===== src/hdl/stfr_pkg.sv =====
// ----------------------------------------------------------------------------
// Scaled text renderer package
// Shared constants, item codes, controller states, command and status bundles
// and the 5x7 font tables.
// ----------------------------------------------------------------------------
package stfr_pkg;

   // Screen geometry and frame store size
   localparam int SCREEN_WIDTH  = 128;
   localparam int SCREEN_HEIGHT = 64;
   localparam int PAGE_TOTAL    = (SCREEN_HEIGHT + 7) / 8;
   localparam int STORE_BYTES   = SCREEN_WIDTH * PAGE_TOTAL;
   localparam int ADDR_W        = $clog2(STORE_BYTES);

   // Glyph geometry
   localparam int GLYPH_COLS = 5;
   localparam int GLYPH_ROWS = 7;
   localparam int CHAR_PITCH = 6;

   // Stream payload widths
   localparam int REQ_W = 48;
   localparam int RSP_W = 24;

   // Operation codes
   typedef enum logic [1:0] {
      KIND_CLEAR = 2'd0,
      KIND_PIXEL = 2'd1,
      KIND_DRAW  = 2'd2,
      KIND_READ  = 2'd3
   } kind_type;

   // Controller states
   typedef enum logic [3:0] {
      ST_INIT,
      ST_IDLE,
      ST_DECODE,
      ST_CLEAR,
      ST_DRAW_CHECK,
      ST_GLYPH,
      ST_DOT_RD,
      ST_DOT_WR,
      ST_READ,
      ST_DONE
   } state_type;

   // Controller to datapath commands
   typedef struct packed {
      logic accept;
      logic clr_step;
      logic draw_check;
      logic cell_start;
      logic cell_next;
      logic dot_read;
      logic dot_write;
      logic dot_next;
      logic finish;
      logic idx_read;
      logic rsp_load;
   } cmd_type;

   // Datapath to controller status
   typedef struct packed {
      kind_type kind;
      logic     scale_zero;
      logic     go;
      logic     glyph_bit;
      logic     last_cell;
      logic     last_dot;
      logic     clr_last;
      logic     rsp_full;
   } status_type;

   typedef logic [7:0] glyph_type [GLYPH_COLS];

   localparam logic [7:0] DIGIT_FONT [10][GLYPH_COLS] = '{
      '{8'h3E, 8'h51, 8'h49, 8'h45, 8'h3E}, '{8'h00, 8'h42, 8'h7F, 8'h40, 8'h00},
      '{8'h42, 8'h61, 8'h51, 8'h49, 8'h46}, '{8'h21, 8'h41, 8'h45, 8'h4B, 8'h31},
      '{8'h18, 8'h14, 8'h12, 8'h7F, 8'h10}, '{8'h27, 8'h45, 8'h45, 8'h45, 8'h39},
      '{8'h3C, 8'h4A, 8'h49, 8'h49, 8'h30}, '{8'h01, 8'h71, 8'h09, 8'h05, 8'h03},
      '{8'h36, 8'h49, 8'h49, 8'h49, 8'h36}, '{8'h06, 8'h49, 8'h49, 8'h29, 8'h1E}
   };

   localparam logic [7:0] LETTER_FONT [26][GLYPH_COLS] = '{
      '{8'h7E, 8'h11, 8'h11, 8'h11, 8'h7E}, '{8'h7F, 8'h49, 8'h49, 8'h49, 8'h36},
      '{8'h3E, 8'h41, 8'h41, 8'h41, 8'h22}, '{8'h7F, 8'h41, 8'h41, 8'h22, 8'h1C},
      '{8'h7F, 8'h49, 8'h49, 8'h49, 8'h41}, '{8'h7F, 8'h09, 8'h09, 8'h09, 8'h01},
      '{8'h3E, 8'h41, 8'h49, 8'h49, 8'h7A}, '{8'h7F, 8'h08, 8'h08, 8'h08, 8'h7F},
      '{8'h00, 8'h41, 8'h7F, 8'h41, 8'h00}, '{8'h20, 8'h40, 8'h41, 8'h3F, 8'h01},
      '{8'h7F, 8'h08, 8'h14, 8'h22, 8'h41}, '{8'h7F, 8'h40, 8'h40, 8'h40, 8'h40},
      '{8'h7F, 8'h02, 8'h0C, 8'h02, 8'h7F}, '{8'h7F, 8'h04, 8'h08, 8'h10, 8'h7F},
      '{8'h3E, 8'h41, 8'h41, 8'h41, 8'h3E}, '{8'h7F, 8'h09, 8'h09, 8'h09, 8'h06},
      '{8'h3E, 8'h41, 8'h51, 8'h21, 8'h5E}, '{8'h7F, 8'h09, 8'h19, 8'h29, 8'h46},
      '{8'h46, 8'h49, 8'h49, 8'h49, 8'h31}, '{8'h01, 8'h01, 8'h7F, 8'h01, 8'h01},
      '{8'h3F, 8'h40, 8'h40, 8'h40, 8'h3F}, '{8'h1F, 8'h20, 8'h40, 8'h20, 8'h1F},
      '{8'h3F, 8'h40, 8'h38, 8'h40, 8'h3F}, '{8'h63, 8'h14, 8'h08, 8'h14, 8'h63},
      '{8'h07, 8'h08, 8'h70, 8'h08, 8'h07}, '{8'h61, 8'h51, 8'h49, 8'h45, 8'h43}
   };

   localparam logic [7:0] SYM_DASH   [GLYPH_COLS] = '{8'h08, 8'h08, 8'h08, 8'h08, 8'h08};
   localparam logic [7:0] SYM_COLON  [GLYPH_COLS] = '{8'h00, 8'h36, 8'h36, 8'h00, 8'h00};
   localparam logic [7:0] SYM_PERIOD [GLYPH_COLS] = '{8'h00, 8'h60, 8'h60, 8'h00, 8'h00};
   localparam logic [7:0] SYM_SLASH  [GLYPH_COLS] = '{8'h20, 8'h10, 8'h08, 8'h04, 8'h02};

   // Return one glyph column, bit 0 on top; lower case folds to upper case
   function automatic logic [7:0] font_column(input logic [7:0] code,
                                              input logic [2:0] col);
      logic [7:0] up;
      logic [7:0] res;
      up  = code;
      res = 8'h00;
      if (code inside {[8'h61:8'h7A]}) begin
         up = code - 8'h20;
      end
      if (up inside {[8'h30:8'h39]}) begin
         res = DIGIT_FONT[4'(up - 8'h30)][col];
      end else if (up inside {[8'h41:8'h5A]}) begin
         res = LETTER_FONT[5'(up - 8'h41)][col];
      end else if (up == 8'h2D) begin
         res = SYM_DASH[col];
      end else if (up == 8'h3A) begin
         res = SYM_COLON[col];
      end else if (up == 8'h2E) begin
         res = SYM_PERIOD[col];
      end else if (up == 8'h2F) begin
         res = SYM_SLASH[col];
      end
      return res;
   endfunction

endpackage


===== src/hdl/stfr_ctrl.sv =====
// ----------------------------------------------------------------------------
// Renderer controller
// Sequences clear sweeps, read-modify-write pixel updates, glyph scans and
// the result hand-off.
// ----------------------------------------------------------------------------
module stfr_ctrl
   import stfr_pkg::*;
(
   input  logic       clock,
   input  logic       reset,
   input  logic       req_tvalid,
   output logic       req_tready,
   input  status_type status,
   input  logic       rsp_tready,
   output cmd_type    cmd
);

   state_type state_ff;
   state_type state_in;
   logic      slot_free;

   assign slot_free = !status.rsp_full || rsp_tready;

   // State register
   always_ff @(posedge clock) begin
      if (reset) begin
         state_ff <= ST_INIT;
      end else begin
         state_ff <= state_in;
      end
   end

   // Next state
   always_comb begin
      state_in = state_ff;
      case (state_ff)
         ST_INIT: begin
            if (status.clr_last) state_in = ST_IDLE;
         end
         ST_IDLE: begin
            if (req_tvalid) state_in = ST_DECODE;
         end
         ST_DECODE: begin
            case (status.kind)
               KIND_CLEAR: state_in = ST_CLEAR;
               KIND_PIXEL: state_in = ST_DOT_RD;
               KIND_DRAW:  state_in = status.scale_zero ? ST_DONE : ST_DRAW_CHECK;
               KIND_READ:  state_in = ST_READ;
               default:    state_in = ST_DONE;
            endcase
         end
         ST_CLEAR: begin
            if (status.clr_last) state_in = ST_DONE;
         end
         ST_DRAW_CHECK: begin
            state_in = status.go ? ST_GLYPH : ST_DONE;
         end
         ST_GLYPH: begin
            if (status.glyph_bit) begin
               state_in = ST_DOT_RD;
            end else if (status.last_cell) begin
               state_in = ST_DONE;
            end
         end
         ST_DOT_RD: begin
            state_in = ST_DOT_WR;
         end
         ST_DOT_WR: begin
            if (status.kind == KIND_PIXEL) begin
               state_in = ST_DONE;
            end else if (!status.last_dot) begin
               state_in = ST_DOT_RD;
            end else if (status.last_cell) begin
               state_in = ST_DONE;
            end else begin
               state_in = ST_GLYPH;
            end
         end
         ST_READ: begin
            state_in = ST_DONE;
         end
         ST_DONE: begin
            if (slot_free) state_in = ST_IDLE;
         end
         default: state_in = ST_IDLE;
      endcase
   end

   // Outputs
   always_comb begin
      cmd        = '0;
      req_tready = 1'b0;
      case (state_ff)
         ST_INIT: begin
            cmd.clr_step = 1'b1;
         end
         ST_IDLE: begin
            req_tready = 1'b1;
            cmd.accept = req_tvalid;
         end
         ST_CLEAR: begin
            cmd.clr_step = 1'b1;
         end
         ST_DRAW_CHECK: begin
            cmd.draw_check = 1'b1;
         end
         ST_GLYPH: begin
            if (status.glyph_bit) begin
               cmd.cell_start = 1'b1;
            end else if (status.last_cell) begin
               cmd.finish = 1'b1;
            end else begin
               cmd.cell_next = 1'b1;
            end
         end
         ST_DOT_RD: begin
            cmd.dot_read = 1'b1;
         end
         ST_DOT_WR: begin
            cmd.dot_write = 1'b1;
            if (status.kind != KIND_PIXEL) begin
               if (!status.last_dot) begin
                  cmd.dot_next = 1'b1;
               end else if (status.last_cell) begin
                  cmd.finish = 1'b1;
               end else begin
                  cmd.cell_next = 1'b1;
               end
            end
         end
         ST_READ: begin
            cmd.idx_read = 1'b1;
         end
         ST_DONE: begin
            cmd.rsp_load = slot_free;
         end
         default: begin
            cmd = '0;
         end
      endcase
   end

endmodule


===== config.mk =====
export PLATFORM = sky130hd
export DESIGN_NAME = stfr_ctrl
export DESIGN_NICKNAME = d
export VERILOG_FILES = /design/src/hdl/stfr_pkg.sv /design/src/hdl/stfr_ctrl.sv
export SDC_FILE = /design/constraint.sdc
export NUM_CORES = 1
export LEC_CHECK = 0
export BUFFER_PORTS_ARGS = -buffer_cell sky130_fd_sc_hd__buf_2
export CELL_PAD_IN_SITES_DETAIL_PLACEMENT = 1
export CELL_PAD_IN_SITES_GLOBAL_PLACEMENT = 2
export CORE_MARGIN = 2
export CORE_UTILIZATION = 23
export CTS_BUF_LIST = sky130_fd_sc_hd__clkbuf_8
export DETAILED_ROUTE_END_ITERATION = 8
export PLACE_DENSITY_LB_ADDON = 0.1
export SLEW_MARGIN = 20
export SYNTH_ARGS = -nofsm -noshare
export SYNTH_HDL_FRONTEND = slang
export SYNTH_SLANG_ARGS = --single-unit

===== constraint.sdc =====
create_clock -name clock -period 1.5 [get_ports clock]
set_input_delay 0.15 -clock clock [delete_from_list [all_inputs] [get_ports clock]]
set_output_delay 0.15 -clock clock [all_outputs]
set_load 0.05 [all_outputs]

==> flow_summary.json <==
{
  "timing.rr.start": "state_ff[2]",
  "yosys-top-cells-area": "dfxtp_1 13%, nand2b_1 7.1%, nor3_1 5.7%",
  "fmax_mhz": 653,
  "avgSynthCellArea_um2": 7.62,
  "synth_warnings": 0,
  "pin_count": 25,
  "hp-class": "in2reg",
  "core_mm2": 0.00250,
  "grt_pass1_wl_um": 3930,
  "fin_ws_ps": -31.8,
  "cts.path.max_buffers": 2,
  "synthSimpleGateAreaFrac_pct": 52.1,
  "clock_skew_ps": 0.822,
  "syn-cell-area_um2": 617,
  "synthArstFlopShare_pct": 0,
  "drive_above_1_share_pct": 64.8,
  "cp_common_cell": "buf_6",
  "stdcell_count": 158,
  "cts-root-buf": "clkbuf_8",
  "vias": 823,
  "syn_nets": 94,
  "ys.flop_type": "dfxtp_1",
  "crit_type": "reg2out",
  "placed_cell_area_um2": 970,
  "area_delta_synth_final_pct": 97.2,
  "initial_core_util_pct": 24.7,
  "cp_cell_sequence": "or2_2 > buf_6 > nor3_4 > buf_6",
  "violations": "negative setup slack",
  "rsz0062_at_grt": "yes",
  "synth_compound_area_share_pct": 25.2,
  "post-place-cells": 150,
  "path_clk_slew_ps": 30,
  "cts.hold.buffers_added": 0,
  "synth_top_family_by_area": "simple AND/OR/NAND/NOR gates",
  "crit_slowest_cell": "dfxtp_4",
  "worst_pin_slew_ps": 306,
  "die_h_um": 55.8,
  "relSlewSlack_pct": 79.4,
  "cts_buffers": 3,
  "outcome": "complete, but fails checks",
  "hpwl_um": 1810,
  "antennaDiodeCount": 0,
  "r2r_slack_ps": -30,
  "wl_per_cell_um": 15.1,
  "cellLeakagePower_nw": 0.509,
  "final_max_slew_viol_count": 0,
  "fin_area_mm2": 0.00122,
  "setup_viol": 3,
  "yosysSeqAreaShare_pct": 13.0,
  "synthCells": 81,
  "max_cap_violations": 0,
  "dieArea_mm2": 0.00311,
  "slowest_delay_ps": 370,
  "drc": 0,
  "routed_wl_um": 2380,
  "whs_ps": 195,
  "clock_sinks": 4,
  "rr_endpoint": "state_ff[1]",
  "fin_crit_sh_pct": 102,
  "ff2ff_path_depth": 6,
  "routed_via_density": 5.21,
  "drtIter0Drc": 8,
  "synth_fa_ha_area_share_pct": 0,
  "port_buffers": 24,
  "vdd_drop_max_mv": 0.603,
  "critPathRequiredTime_ps": 1350,
  "grt-ovfl-total": 0,
  "powerDensity_mw_per_mm2": 524,
  "regMostFlops": "state_ff",
  "synthXorXnorAreaFrac_pct": 2.84,
  "arrival_ps": 1380,
  "top_regs": "state_ff: 4 flops",
  "hold_violations": 0,
  "synth.top_cell.area_share_pct": 13.0,
  "synth_cell_types": 41,
  "cp-start-kind": "flop",
  "largest_register_ffs": 4,
  "tritoncts": "done",
  "grtUsageTotal_pct": 15.8,
  "fin_crit_ps": 1530,
  "drtAntennaViolNets": 0,
  "synth_mux_area_share_pct": 0,
  "grt_pass1_vias": 817,
  "fin_nets": 143,
  "clk_latency_ps": 210,
  "end_kind": "output port",
  "synth_top_cell_by_area": "dfxtp_1",
  "synth-edff-count": 0,
  "min_to": "state_ff[0]",
  "synth_common_cells": "7 x nand2b_1, 7 x nor3_1, 6 x nor2_1, 5 x nor2b_1",
  "antenna_found_initial": 0,
  "htreeDepth": 1,
  "critPathMaxFanout": 9,
  "rows": 18,
  "drt_pass1_iterations": 4,
  "ys_ff_latch": 4,
  "min_from": "reset",
  "hold_path_depth": 2,
  "gp_congestion": 0.717,
  "fp.dieW_um": 55.8,
  "grt_max_degree": 10
}
==> cells by family after synthesis <==
kind of cell,after synthesis
AO/OA/AOI/OAI,19
flip-flops,4
buffers and inverters,8
AND/OR/NAND/NOR,48
XOR/XNOR,2
==> layer usage <==
metal  global-route usage, %  part of all wire [%]  vias to the layer above
li1                        -                     -                      402
met1                    19.9                    43                      400
met2                    27.2                    53                       19
met3                    3.95                   3.0                        2
met4                    3.14                  0.55                        0
met5                       0                     0                        -
==> cell usage in the layout, fill, tap and decap left out, types with 2 or more instances in the layout <==
cell / n
a31oi_1: 2
nor4_2: 2
clkbuf_8: 3
inv_1: 3
nor2_2: 2
nor3_4: 5
dfxtp_4: 4
nor2_1: 4
nor2b_1: 5
nor3_1: 2
a21oi_1: 3
nand3b_1: 2
buf_2: 12
buf_6: 15
buf_4: 19
clkbuf_4: 2
nand2b_1: 5
==> how the worst max path moves through the flow <==
stage / start / end / slack (ps)
4_1_cts: state_ff[1] / cmd[6] / -30
2_1_floorplan: state_ff[3] / state_ff[0] / -240
3_3_place_gp: state_ff[2] / state_ff[1] / 9
6_report: state_ff[3] / cmd[10] / -30
5_1_grt: state_ff[2] / cmd[6] / -100
3_5_place_dp: state_ff[2] / state_ff[1] / -20
==> critical path: cells and delay by family, from the launching register on <==
family	cells	cell delay, ps
AND/OR/NAND/NOR	2	480
flip-flops	1	370
buffers and inverters	2	320
==> report_power, final <==
group | internal, W | leakage [nW] | switching (W)
sequential | 0.000110 | 0.0355 | 0.0000136
combinational | 0.000135 | 0.452 | 0.000158
clock | 0.000171 | 0.0216 | 0.0000500
==> timing repair <==
action | in CTS | in global routing
resized for setup | 30 | 19
pin swaps | 3 | 5
endpoints found under the setup margin | 13 | 13
cloned | 0 | 0
setup buffers | 3 | 2
==> cell type report <==
type / instances / area (um2)
fillers: 300 / 1280
multi-input cells: 69 / 637
repair buffers: 48 / 387
flip-flops and latches: 4 / 95.1
clock buffers: 3 / 41.3
well taps: 30 / 37.5
inverters: 4 / 18.8
==> stage by stage <==
stage          total power (W)  TNS [ps]  setup slack, ps  utilization [%]
2_1_floorplan         0.000293      -527             -241                -
3_3_place_gp          0.000377         0             9.46             38.8
3_5_place_dp          0.000382     -32.9            -18.3             38.8
4_1_cts               0.000626     -74.8            -33.9             45.5
5_1_grt               0.000684      -490             -101             48.6
6_report              0.000637     -86.1            -31.8             48.6
Power figures use the tool's default switching activity.
